`config.mk`:
```
export PLATFORM = sky130hd
export DESIGN_NAME = stream_type_device_map_table_flat
export DESIGN_NICKNAME = d
export VERILOG_FILES = /design/src/sdmt_pkg.sv /design/src/sdmt_if.sv /design/src/sdmt_store.sv /design/src/stream_type_device_map_table.sv /design/src/flat_wrapper.sv
export VERILOG_INCLUDE_DIRS = /design/src /design/src/src
export SDC_FILE = /design/constraint.sdc
export NUM_CORES = 2
export LEC_CHECK = 0
export ABC_AREA = 1
export BUFFER_PORTS_ARGS = -buffer_cell sky130_fd_sc_hd__buf_2
export CELL_PAD_IN_SITES_DETAIL_PLACEMENT = 2
export CELL_PAD_IN_SITES_GLOBAL_PLACEMENT = 2
export CORE_UTILIZATION = 41
export CTS_BUF_LIST = sky130_fd_sc_hd__clkbuf_8
export DETAILED_ROUTE_END_ITERATION = 12
export PLACE_DENSITY_LB_ADDON = 0.1
export REMOVE_ABC_BUFFERS = 1
export SYNTH_ARGS = -nofsm -noshare
export SYNTH_HDL_FRONTEND = slang
export SYNTH_HIERARCHICAL = 1
export SYNTH_SLANG_ARGS = --single-unit
```
`constraint.sdc`:
```
create_clock -name clk -period 4.9 [get_ports clk]
set_input_delay 1.225 -clock clk [delete_from_list [all_inputs] [get_ports clk]]
set_output_delay 1.225 -clock clk [all_outputs]
set_load 0.03 [all_outputs]
```
`src/stream_type_device_map_table_defines.svh`:
```
// Assertion macros shared by the stream type device map table sources.
// Each macro expects clk and arst_n to be visible where it is used.
`ifndef STREAM_TYPE_DEVICE_MAP_TABLE_DEFINES_SVH
`define STREAM_TYPE_DEVICE_MAP_TABLE_DEFINES_SVH

// Same-cycle implication, disabled during reset.
`define SDMT_ASSERT_NOW(label, ante, cons) \
	label: assert property (@(posedge clk) disable iff (!arst_n) (ante) |-> (cons)) \
		else $error("sdmt assertion failed");

// Next-cycle implication, disabled during reset.
`define SDMT_ASSERT_NEXT(label, ante, cons) \
	label: assert property (@(posedge clk) disable iff (!arst_n) (ante) |=> (cons)) \
		else $error("sdmt assertion failed");

`endif

```
`src/sdmt_pkg.sv`:
```
// Package for the stream type device map table: payload types, register map
// and sizing constants. No dependencies.
package sdmt_pkg;

	localparam int TABLE_ENTRIES_DEF = 32;
	localparam int KEY_W = 48;
	localparam int DEV_W = 16;
	localparam int APB_ADDR_W = 3;
	localparam int APB_DATA_W = 32;

	localparam logic [15:0] NO_DEVICE_RESET = 16'hFFFF;

	typedef enum logic {
		REQ_LOOKUP = 1'b0,
		REQ_SET    = 1'b1
	} req_kind_t;

	typedef enum logic {
		REG_NO_DEVICE_CODE = 1'b0
	} reg_index_t;

	typedef enum logic {
		STATUS_OK   = 1'b0,
		STATUS_FULL = 1'b1
	} status_t;

	typedef struct packed {
		logic [15:0] data_type;
		logic [15:0] op_type;
		logic [15:0] logical_dev;
	} key_t;

	typedef struct packed {
		logic        req_type;
		logic [15:0] dev_type;
		logic [15:0] data_type;
		logic [15:0] op_type;
		logic [15:0] logical_dev;
	} req_t;

	typedef struct packed {
		logic [15:0] found_dev_type;
		logic        status;
	} rsp_t;

	typedef struct packed {
		key_t        key;
		logic [15:0] dev;
	} entry_t;

endpackage

```
`src/sdmt_if.sv`:
```
// Valid/ready stream interfaces for the request and response channels.
// Depends on sdmt_pkg for the payload types.
interface sdmt_req_if;
	import sdmt_pkg::*;
	logic valid;
	logic ready;
	req_t payload;
	modport source (output valid, output payload, input ready);
	modport sink (input valid, input payload, output ready);
endinterface

interface sdmt_rsp_if;
	import sdmt_pkg::*;
	logic valid;
	logic ready;
	rsp_t payload;
	modport source (output valid, output payload, input ready);
	modport sink (input valid, input payload, output ready);
endinterface

```
`src/sdmt_store.sv`:
```
// Entry memory of the device map table: one write port and one registered
// read port holding key and device type. Depends on sdmt_pkg.
module sdmt_store #(
	parameter int TABLE_ENTRIES = sdmt_pkg::TABLE_ENTRIES_DEF,
	parameter int IDX_W = $clog2(TABLE_ENTRIES)
) (
	input  logic                 clk,
	input  logic                 wr_en,
	input  logic [IDX_W-1:0]     wr_addr,
	input  sdmt_pkg::entry_t     wr_data,
	input  logic [IDX_W-1:0]     rd_addr,
	output sdmt_pkg::entry_t     rd_data
);
	import sdmt_pkg::*;

	entry_t mem [TABLE_ENTRIES];
	entry_t rd_q;

	always_ff @(posedge clk) begin
		if (wr_en) begin
			mem[wr_addr] <= wr_data;
		end
		rd_q <= mem[rd_addr];
	end

	assign rd_data = rd_q;

endmodule

```
`src/stream_type_device_map_table.sv`:
```
// Stream type device map table: a request is answered after a scan of every
// entry, one entry per cycle through the single memory read port and key
// comparator, followed by the drain and resolve states; the next request is
// taken once the response is gone.
// Reset empties the table at once through per-entry valid flops and sets
// the no-device code to 0xFFFF.
`include "stream_type_device_map_table_defines.svh"

module stream_type_device_map_table #(
	parameter int TABLE_ENTRIES = sdmt_pkg::TABLE_ENTRIES_DEF
) (
	input  logic                                 clk,
	input  logic                                 arst_n,
	sdmt_req_if.sink                             req,
	sdmt_rsp_if.source                           rsp,
	input  logic                                 psel,
	input  logic                                 penable,
	input  logic                                 pwrite,
	input  logic [sdmt_pkg::APB_ADDR_W-1:0]      paddr,
	input  logic [sdmt_pkg::APB_DATA_W-1:0]      pwdata,
	output logic [sdmt_pkg::APB_DATA_W-1:0]      prdata,
	output logic                                 pready
);
	import sdmt_pkg::*;

	localparam int IDX_W = $clog2(TABLE_ENTRIES);
	localparam logic [IDX_W-1:0] LAST_IDX = IDX_W'(TABLE_ENTRIES - 1);

	typedef enum logic [3:0] {
		ST_IDLE    = 4'b0001,
		ST_SCAN    = 4'b0010,
		ST_DRAIN   = 4'b0100,
		ST_RESOLVE = 4'b1000
	} state_t;

	state_t state_q;
	logic [15:0] no_dev_q;
	logic [TABLE_ENTRIES-1:0] valid_q;
	req_t req_q;
	logic [IDX_W-1:0] idx_q;
	logic cmp_vld_s1;
	logic [IDX_W-1:0] idx_s1;
	logic hit_q;
	logic [IDX_W-1:0] hit_idx_q;
	logic [15:0] hit_dev_q;
	logic free_q;
	logic [IDX_W-1:0] free_idx_q;
	logic rsp_valid_q;
	rsp_t rsp_q;

	entry_t rd_data;
	entry_t wr_data;
	logic wr_en;
	logic [IDX_W-1:0] wr_addr;
	key_t req_key;
	logic in_xfer;
	logic cfg_wr;
	logic key_match;
	logic is_set;
	logic dev_is_none;

	assign pready = 1'b1;
	assign cfg_wr = psel && penable && pwrite && pready;
	assign prdata = (paddr[2] == REG_NO_DEVICE_CODE) ? {16'h0000, no_dev_q} : '0;

	assign req.ready = (state_q == ST_IDLE) && !rsp_valid_q;
	assign in_xfer = req.valid && req.ready;
	assign rsp.valid = rsp_valid_q;
	assign rsp.payload = rsp_q;

	assign req_key = '{data_type: req_q.data_type, op_type: req_q.op_type,
		logical_dev: req_q.logical_dev};
	assign key_match = cmp_vld_s1 && valid_q[idx_s1] && (rd_data.key == req_key);
	assign is_set = (req_q.req_type == REQ_SET);
	assign dev_is_none = (req_q.dev_type == no_dev_q);

	always_comb begin
		wr_en = 1'b0;
		wr_addr = free_idx_q;
		if (state_q == ST_RESOLVE && is_set && !dev_is_none) begin
			if (hit_q) begin
				wr_en = 1'b1;
				wr_addr = hit_idx_q;
			end else if (free_q) begin
				wr_en = 1'b1;
			end
		end
	end
	assign wr_data = '{key: req_key, dev: req_q.dev_type};

	sdmt_store #(
		.TABLE_ENTRIES(TABLE_ENTRIES),
		.IDX_W(IDX_W)
	) u_store (
		.clk(clk),
		.wr_en(wr_en),
		.wr_addr(wr_addr),
		.wr_data(wr_data),
		.rd_addr(idx_q),
		.rd_data(rd_data)
	);

	always_ff @(posedge clk or negedge arst_n) begin
		if (!arst_n) begin
			no_dev_q <= NO_DEVICE_RESET;
		end else if (cfg_wr && paddr[2] == REG_NO_DEVICE_CODE) begin
			no_dev_q <= pwdata[15:0];
		end
	end

	always_ff @(posedge clk) begin
		if (in_xfer) begin
			req_q <= req.payload;
		end
	end

	always_ff @(posedge clk or negedge arst_n) begin
		if (!arst_n) begin
			state_q <= ST_IDLE;
			idx_q <= '0;
			cmp_vld_s1 <= 1'b0;
			idx_s1 <= '0;
			hit_q <= 1'b0;
			hit_idx_q <= '0;
			hit_dev_q <= '0;
			free_q <= 1'b0;
			free_idx_q <= '0;
			valid_q <= '0;
			rsp_valid_q <= 1'b0;
			rsp_q <= '0;
		end else begin
			cmp_vld_s1 <= (state_q == ST_SCAN);
			idx_s1 <= idx_q;
			if (key_match) begin
				hit_q <= 1'b1;
				hit_idx_q <= idx_s1;
				hit_dev_q <= rd_data.dev;
			end
			if (cmp_vld_s1 && !valid_q[idx_s1] && !free_q) begin
				free_q <= 1'b1;
				free_idx_q <= idx_s1;
			end
			if (rsp_valid_q && rsp.ready) begin
				rsp_valid_q <= 1'b0;
			end
			unique case (state_q)
				ST_IDLE: begin
					if (in_xfer) begin
						state_q <= ST_SCAN;
						idx_q <= '0;
						hit_q <= 1'b0;
						free_q <= 1'b0;
					end
				end
				ST_SCAN: begin
					if (idx_q == LAST_IDX) begin
						state_q <= ST_DRAIN;
					end else begin
						idx_q <= idx_q + 1'b1;
					end
				end
				ST_DRAIN: begin
					state_q <= ST_RESOLVE;
				end
				ST_RESOLVE: begin
					state_q <= ST_IDLE;
					rsp_valid_q <= 1'b1;
					rsp_q.found_dev_type <= (!is_set && hit_q) ? hit_dev_q : no_dev_q;
					rsp_q.status <= (is_set && !hit_q && !free_q) ? STATUS_FULL : STATUS_OK;
					if (is_set) begin
						if (hit_q) begin
							if (dev_is_none) begin
								valid_q[hit_idx_q] <= 1'b0;
							end
						end else if (free_q && !dev_is_none) begin
							valid_q[free_idx_q] <= 1'b1;
						end
					end
				end
				default: begin
					state_q <= ST_IDLE;
				end
			endcase
		end
	end

	`SDMT_ASSERT_NEXT(a_xfer_starts_scan, in_xfer, state_q == ST_SCAN && idx_q == '0)
	`SDMT_ASSERT_NEXT(a_resolve_gives_rsp, state_q == ST_RESOLVE, rsp_valid_q)
	`SDMT_ASSERT_NOW(a_full_only_on_set, rsp_valid_q && rsp_q.status == STATUS_FULL, is_set)
	`SDMT_ASSERT_NEXT(a_scan_steps, state_q == ST_SCAN && idx_q != LAST_IDX,
		idx_q == $past(idx_q) + 1'b1)

endmodule
```
`src/flat_wrapper.sv`:
```
// flat-port wrapper written by rule: the top's interface ports become plain ports
module stream_type_device_map_table_flat import sdmt_pkg::*;
#(
	parameter int TABLE_ENTRIES = sdmt_pkg::TABLE_ENTRIES_DEF
)
  (clk, arst_n, psel, penable, pwrite, paddr, pwdata, prdata, pready, req_valid, req_payload, req_ready, rsp_valid, rsp_payload, rsp_ready);
  sdmt_req_if req_i ();
  sdmt_rsp_if rsp_i ();
  input  logic clk;
  input  logic arst_n;
  input  logic psel;
  input  logic penable;
  input  logic pwrite;
  input  logic [sdmt_pkg::APB_ADDR_W-1:0] paddr;
  input  logic [sdmt_pkg::APB_DATA_W-1:0] pwdata;
  output logic [sdmt_pkg::APB_DATA_W-1:0] prdata;
  output logic pready;
  input wire logic [$bits(req_i.valid)-1:0] req_valid;
  input wire logic [$bits(req_i.payload)-1:0] req_payload;
  output wire logic [$bits(req_i.ready)-1:0] req_ready;
  output wire logic [$bits(rsp_i.valid)-1:0] rsp_valid;
  output wire logic [$bits(rsp_i.payload)-1:0] rsp_payload;
  input wire logic [$bits(rsp_i.ready)-1:0] rsp_ready;
  assign req_i.valid = req_valid;
  assign req_i.payload = req_payload;
  assign req_ready = req_i.ready;
  assign rsp_valid = rsp_i.valid;
  assign rsp_payload = rsp_i.payload;
  assign rsp_i.ready = rsp_ready;
  stream_type_device_map_table #(.TABLE_ENTRIES(TABLE_ENTRIES)) u_core (.clk(clk), .arst_n(arst_n), .req(req_i), .rsp(rsp_i), .psel(psel), .penable(penable), .pwrite(pwrite), .paddr(paddr), .pwdata(pwdata), .prdata(prdata), .pready(pready));
endmodule
```
**Yosys cells after proc, flatten, opt, wreduce, memory -nomap -nowiden**

Memories as Yosys holds them, arrays and structs flattened. A register that Yosys moved wholly into a read port is not among the register bits.
Index checks and enable logic that the tools add are counted.

- Bits in registers: 174
- Memory bits (writable): 2048
- Input bits: 107
- Output and inout port bits: 52
- Logic and storage cells: 104
- Memories kept: 1

Memories:

| memory | words | width | rd ports | clocked after memory_dff | wr ports | RTL line | source |
|---|---|---|---|---|---|---|---|
| u_core.u_store.mem | 32 | 64 | 1 | 1 | 1 | sdmt_store.sv:16 | `entry_t mem [TABLE_ENTRIES];` |

- $add $sub $neg: 1
- Magnitude comparators: 5
- Eq/ne operators: 11
- Multiplexer cells: 33
- Bitwise gates (word level): 4
- Reductions and logical operators: 30

Operator list:

| kind | count |
|---|---|
| $mux W32 | 3 |
| $eq A48 B48 Y1 | 1 |
| $and A32 B32 Y32 | 1 |
| $mux W16 | 2 |
| $not A32 Y32 | 1 |
| $or A32 B32 Y32 | 1 |
| $mux W5 | 4 |
| $logic_and A1 B1 Y1 | 18 |
| $lt A5 B6 Y1 const B | 3 |
| $mux W1 | 17 |
| $eq A16 B16 Y1 | 1 |
| $pmux W4 S3 | 1 |
| $demux W1 S5 | 2 |
| $ge A5 B1 Y1 const B | 2 |
| $pmux W5 S2 | 1 |
| $mux W4 | 2 |
| $logic_not A1 Y1 | 6 |
| $ne A2 B2 Y1 const B | 3 |
| $reduce_bool A2 Y1 | 3 |
| $add A5 B1 Y5 const B | 1 |
| $bmux W1 S5 | 1 |
| $eq A5 B5 Y1 const B | 1 |
| $eq A4 B1 Y1 const B | 1 |
| $eq A4 B2 Y1 const B | 1 |
| 7 further kinds | 7 |

**Depth between registers and ports, before layout**

- Word-level depth: 8
- Gate-level depth with buffers: 15
- Gate-level depth less buffers: 12

**Modules after synthesis**

The synthesis kept the hierarchy.

By module, submodules not included:

| module | times used | cells each | area each (um2) | seq. area each (um2) |
|---|---|---|---|---|
| sdmt_store | 1 | 6768 | 82990.8 | 62780.2 |
| stream_type_device_map_table | 1 | 1080 | 9021.2 | 4700.8 |

**Worst setup path after synthesis**

OpenSTA, ideal clock, no wires.

- Path type: reg2reg
- Start point: reg u_core/req_q[54] (netlist bit)
- End point: mem u_core/u_store/mem[4][0] (netlist bit) (enable)
- Setup time: 487 ps
- Data arrival time: 4684 ps
- Required time: 4413 ps
- Path slack: -271 ps
- Cell stages (with the launch flop): 11
- Path buffers: 0
- Period minus slack after synthesis: 5171 ps
- Cell sequence: edfxtp_1 or2_2 nand3_1 nor2_1 nand3_1 nand2_1 nor2_2 o21ai_0 inv_1 nand3_1 nor2_1

- Elaborated cells on any way between the ends: 7
- Those cells by class: eq/ne (1); mux (4); reduce/logical (2)

RTL lines:

| element | RTL line | source |
|---|---|---|
| from (decl) | stream_type_device_map_table.sv:39 | `req_t req_q;` |
| from (signal assigned) | stream_type_device_map_table.sv:113 | `req_q <= req.payload;` |
| $eq A16 B16 Y1 | stream_type_device_map_table.sv:75 | `assign dev_is_none = (req_q.dev_type == no_dev_q);` |
| $logic_not A1 Y1 | stream_type_device_map_table.sv:80 | `if (state_q == ST_RESOLVE && is_set && !dev_is_none) begin` |
| $logic_and A1 B1 Y1 | stream_type_device_map_table.sv:80 |  |
| $mux W5 | stream_type_device_map_table.sv:80 |  |
| named net u_core.wr_addr[4] | stream_type_device_map_table.sv:54 | `logic [IDX_W-1:0] wr_addr;` |
| to (decl) | sdmt_store.sv:16 |  |

The timed path passes the listed nets, and every way through them passes these cells.

**Worst setup path in the final report**

- Start point: reg u_core.no_dev_q[14]
- End point: mem u_core/u_store/mem[8][42] (netlist bit) (enable)

- Elaborated cells on any way between the ends: 7
- Those cells by class: eq/ne (1); mux (4); reduce/logical (2)

RTL lines:

| element | RTL line | source |
|---|---|---|
| from (decl) | stream_type_device_map_table.sv:37 | `logic [15:0] no_dev_q;` |
| from (signal assigned) | stream_type_device_map_table.sv:107 | `no_dev_q <= pwdata[15:0];` |
| $eq A16 B16 Y1 | stream_type_device_map_table.sv:75 |  |
| $logic_not A1 Y1 | stream_type_device_map_table.sv:80 |  |
| $logic_and A1 B1 Y1 | stream_type_device_map_table.sv:80 |  |
| $mux W5 | stream_type_device_map_table.sv:80 |  |
| named net u_core.wr_addr[3] | stream_type_device_map_table.sv:54 |  |

The timed path passes the listed nets, and every way through them passes these cells.

==> load_flow_metrics.sql <==
INSERT INTO impl_metrics (metric_group, metric, value, unit) VALUES
('outcome', 'status', 'complete, no violations', ''),
('global_route', 'grt_pass1_wl', '479', 'mm'),
('worst_setup_path', 'setup.worst_path.start_class', 'register', ''),
('power_and_ir_drop', 'leakagePower', '38.7', 'nW'),
('worst_setup_path', 'required', '5590', 'ps'),
('worst_hold_path', 'worstHoldPathCells', '1', ''),
('global_route', 'grt_antenna_before_repair', '5', ''),
('run', 'cap_viol_max_count', '0', ''),
('routing', 'drt_iter0_drc', '4849', ''),
('final_layout', 'layout-drive-gt1-share', '0.113', ''),
('worst_setup_path', 'crit_arrival', '5340', 'ps'),
('timing', 'max-slew-margin-rel', '0.183', ''),
('routing', 'remaining_drc_errors', '0', ''),
('floorplanning', 'floorplan.die_area', '0.226', 'mm2'),
('final_layout', 'filler_cell_count', '22100', ''),
('worst_setup_path', 'slowest_delay', '830', 'ps'),
('clocking', 'cts_repair_resize_count', '0', ''),
('yosys', 'postSynthCellCount', '7848', ''),
('clocking', 'htree_levels', '5', ''),
('final_layout', 'finish.instance_area', '0.105', 'mm2'),
('yosys', 'synth_simple_gate_area_frac', '0.221', ''),
('timing', 'fin_setup_tns', '0', 'ps'),
('routing', 'dr_total_vias', '64900', ''),
('timing', 'layout_min_cycle_time', '4650', 'ps'),
('final_layout', 'multiInputGateArea', '0.0219', 'mm2'),
('global_route', 'vias_in_the_first_global_route', '70900', ''),
('yosys', 'synth_top_family_by_area', 'simple AND/OR/NAND/NOR gates', ''),
('worst_setup_path', 'critPathBufInv', '2', ''),
('floorplanning', 'floorplan.initialDensity', '0.413', ''),
('clocking', 'cts-buffers-inserted', '405', ''),
('yosys', 'synth_compound_area_frac', '0.00842', ''),
('worst_setup_path', 'crit_path_cell_trace', 'xor2_1, nor2_1, buf_4, nand2_1, nor2_1, nand3_1, nand2_1, nor2_2, o21ai_0, nand3_1, nor2_4, buf_12', ''),
('timing', 'final_max_slew_viol_count', '0', ''),
('timing', 'final_worst_path_cycle_share', '0.949', ''),
('worst_setup_path', 'timing.reg2reg.worst_path_depth', '12', ''),
('timing', 'finalHoldWorstSlack', '304', 'ps'),
('clocking', 'cts.clk_slew.worst_paths', '70', 'ps'),
('final_layout', 'layout.nets', '8266', ''),
('timing', 'tightestPinTransition', '1210', 'ps'),
('yosys', 'ys.warnings.count', '6', ''),
('timing', 'timing_hold_violations_final', '0', ''),
('worst_setup_path', 'worstPathMaxFanout', '30', ''),
('clocking', 'cts_sinks', '2286', ''),
('yosys', 'post_synthesis_instance_area', '0.0920', 'mm2'),
('worst_setup_path', 'worstSetupPathDepth', '12', ''),
('yosys', 'post_synth_num_cell_types', '41', ''),
('clocking', 'clk_latency', '1090', 'ps'),
('timing', 'clock.fmax', '215', 'MHz'),
('clocking', 'postCtsHoldBufs', '0', ''),
('final_layout', 'synthToLayoutAreaGrowth', '13.7', '%'),
('power_and_ir_drop', 'vdd_drop_max', '0.686', 'mV'),
('placed_design', 'hpwl', '182', 'mm'),
('routing', 'drt-total-wl', '328', 'mm'),
('global_route', 'pin_count_of_the_biggest_net_entering_global_routing', '155', ''),
('clocking', 'clock_path_buffers', '4', ''),
('clocking', 'cts.repair_timing.setup_buffer_count', '0', ''),
('yosys', 'synthAdderAreaFrac', '0.000272', ''),
('global_route', 'global_route.overflow_total', '0', ''),
('placed_design', 'placedCellCount', '10700', ''),
('timing', 'fin_worst_skew', '86.1', 'ps'),
('placed_design', 'dpl_cell_area', '0.0973', 'mm2'),
('floorplanning', 'fp.coreArea', '0.223', 'mm2'),
('clocking', 'cts_tree', 'done', ''),
('final_layout', 'final_cell_count_no_fill', '11400', ''),
('yosys', 'muxShareOfSynthArea', '0.00272', ''),
('yosys', 'syn_avg_cell_area', '11.7', 'um2'),
('worst_setup_path', 'worst_path_max_delay_cell', 'sky130_fd_sc_hd__o21ai_0', ''),
('worst_setup_path', 'worstSetupPathType', 'register to register', ''),
('timing', 'setup_repair_after_global_routing_missed_its_margin', 'no', ''),
('routing', 'route.antenna.remaining_nets', '0', ''),
('worst_hold_path', 'hp-class', 'input port to register', '');
-- area by class of cell --
type,instances,area share
Tap cell,2975,0.0356
Inverter,113,0.00452
Sequential cell,2286,0.645
Clock inverter,269,0.0111
Clock buffer,444,0.0584
Antenna cell,8,0.000191
Timing Repair Buffer,383,0.0352
Multi-Input combinational cell,4968,0.209
-- routing by layer --
layer | up-vias | GRT usage | share of wire
met1 | 34500 | 0.382 | 0.43
met4 | 0 | 0.0882 | 0.028
met5 | - | 0 | 0
li1 | 28200 | - | -
met3 | 529 | 0.0364 | 0.043
met2 | 1678 | 0.496 | 0.50
-- cells in the final DEF (no fill, tap or decap), types with 12 or more instances in the layout --
master and instances:
sky130_fd_sc_hd__o21ai_0 101, sky130_fd_sc_hd__buf_4 172, sky130_fd_sc_hd__dfxtp_1 64, sky130_fd_sc_hd__nand4_1 41, sky130_fd_sc_hd__buf_12 89, sky130_fd_sc_hd__dfstp_2 17
sky130_fd_sc_hd__buf_2 122, sky130_fd_sc_hd__xor2_1 12, sky130_fd_sc_hd__nand2_1 2708, sky130_fd_sc_hd__clkinv_2 35, sky130_fd_sc_hd__inv_1 257, sky130_fd_sc_hd__nor2_4 32
sky130_fd_sc_hd__clkbuf_8 444, sky130_fd_sc_hd__nor2_1 97, sky130_fd_sc_hd__clkinv_1 71, sky130_fd_sc_hd__conb_1 17, sky130_fd_sc_hd__dfrtp_1 87, sky130_fd_sc_hd__nand3_1 1868
sky130_fd_sc_hd__edfxtp_1 2113, sky130_fd_sc_hd__a21oi_1 24
-- report_power, final --
| group | switching (mW) | internal [mW] |
|---|---|---|
| combinational | 12.5 | 4.35 |
| clock | 7.99 | 8.41 |
| sequential | 0.729 | 22.6 |
-- synth_stat cells, drive strengths merged --
library cell | instances | share of area
nand2 | 2711 | 0.11
edfxtp | 2113 | 0.69
nand3 | 1869 | 0.10
buf | 399 | 0.023
nor2 | 131 | 0.0054
inv | 111 | 0.0046
o21ai | 101 | 0.0055
clkbuf | 97 | 0.0040
dfrtp | 92 | 0.025
dfxtp | 64 | 0.014
nand4 | 41 | 0.0028
a21oi | 26 | 0.0016
dfstp | 17 | 0.0049
mux2 | 16 | 0.0020
xor2 | 12 | 0.0011
a31oi | 10 | 0.00068
xnor2 | 9 | 0.00086
mux2i | 7 | 0.00076
nor3 | 4 | 0.00034
o211ai | 4 | 0.00033
or2 | 4 | 0.00027
clkinv | 2 | 0.000082
conb | 2 | 0.000082
ha | 2 | 0.00027
a21boi | 1 | 0.000082
a32o | 1 | 0.00011
o21a | 1 | 0.000082
o22ai | 1 | 0.000068
-- sequential cells by signal (all words and copies together), names as in the netlist --
register and flops:
u_core/idx_q 5, u_core/hit_q 1, u_core/rsp.valid 1, u_core/cmp_vld_s1 1
u_core/free_q 1, u_core/hit_idx_q 5, u_core/u_store/mem 2048, u_core/idx_s1 5
u_core/is_set 1, u_core/req_q 16, u_core/free_idx_q 5, u_core/req_key 48
u_core/no_dev_q 16, u_core/rsp.payload 17, u_core/valid_q 32, u_core/hit_dev_q 16
u_core/u_store/rd_data 64, u_core/state_q 4
-- logic make-up (layout without fill, tap and decap cells) --
kind of cell,Yosys count,count (layout)
AND/OR/NAND/NOR,4760,4760
flip-flops,2286,2286
buffers and inverters,609,1209
AO/OA/AOI/OAI,145,145
multiplexers,23,23
XOR/XNOR,21,21
adder cells (fa/ha/maj),2,2
other,2,25
-- metrics by stage --
step,util,power [mW]
final,0.469,56.6
after global routing,0.469,59.3
after CTS,0.469,57.1
after detailed placement,0.437,40.6
after global placement,0.437,39.7
after floorplan,-,30.6
-- worst paths after layout --
path	endpoint	start	slack [ps]
min	u_core/req_q[59]	req_payload[59]	300
max in group asynchronous	u_core/no_dev_q[9]	arst_n	3730
max reg2reg	u_core/u_store/mem[8][42]	u_core/no_dev_q[14]	250
min in group asynchronous	u_core/valid_q[25]	arst_n	310
max	u_core/u_store/mem[8][42]	u_core/no_dev_q[14]	250
min reg2reg	u_core/hit_dev_q[15]	u_core/u_store/rd_data[15]	450
Note: power is estimated with default switching activity, not from simulation.
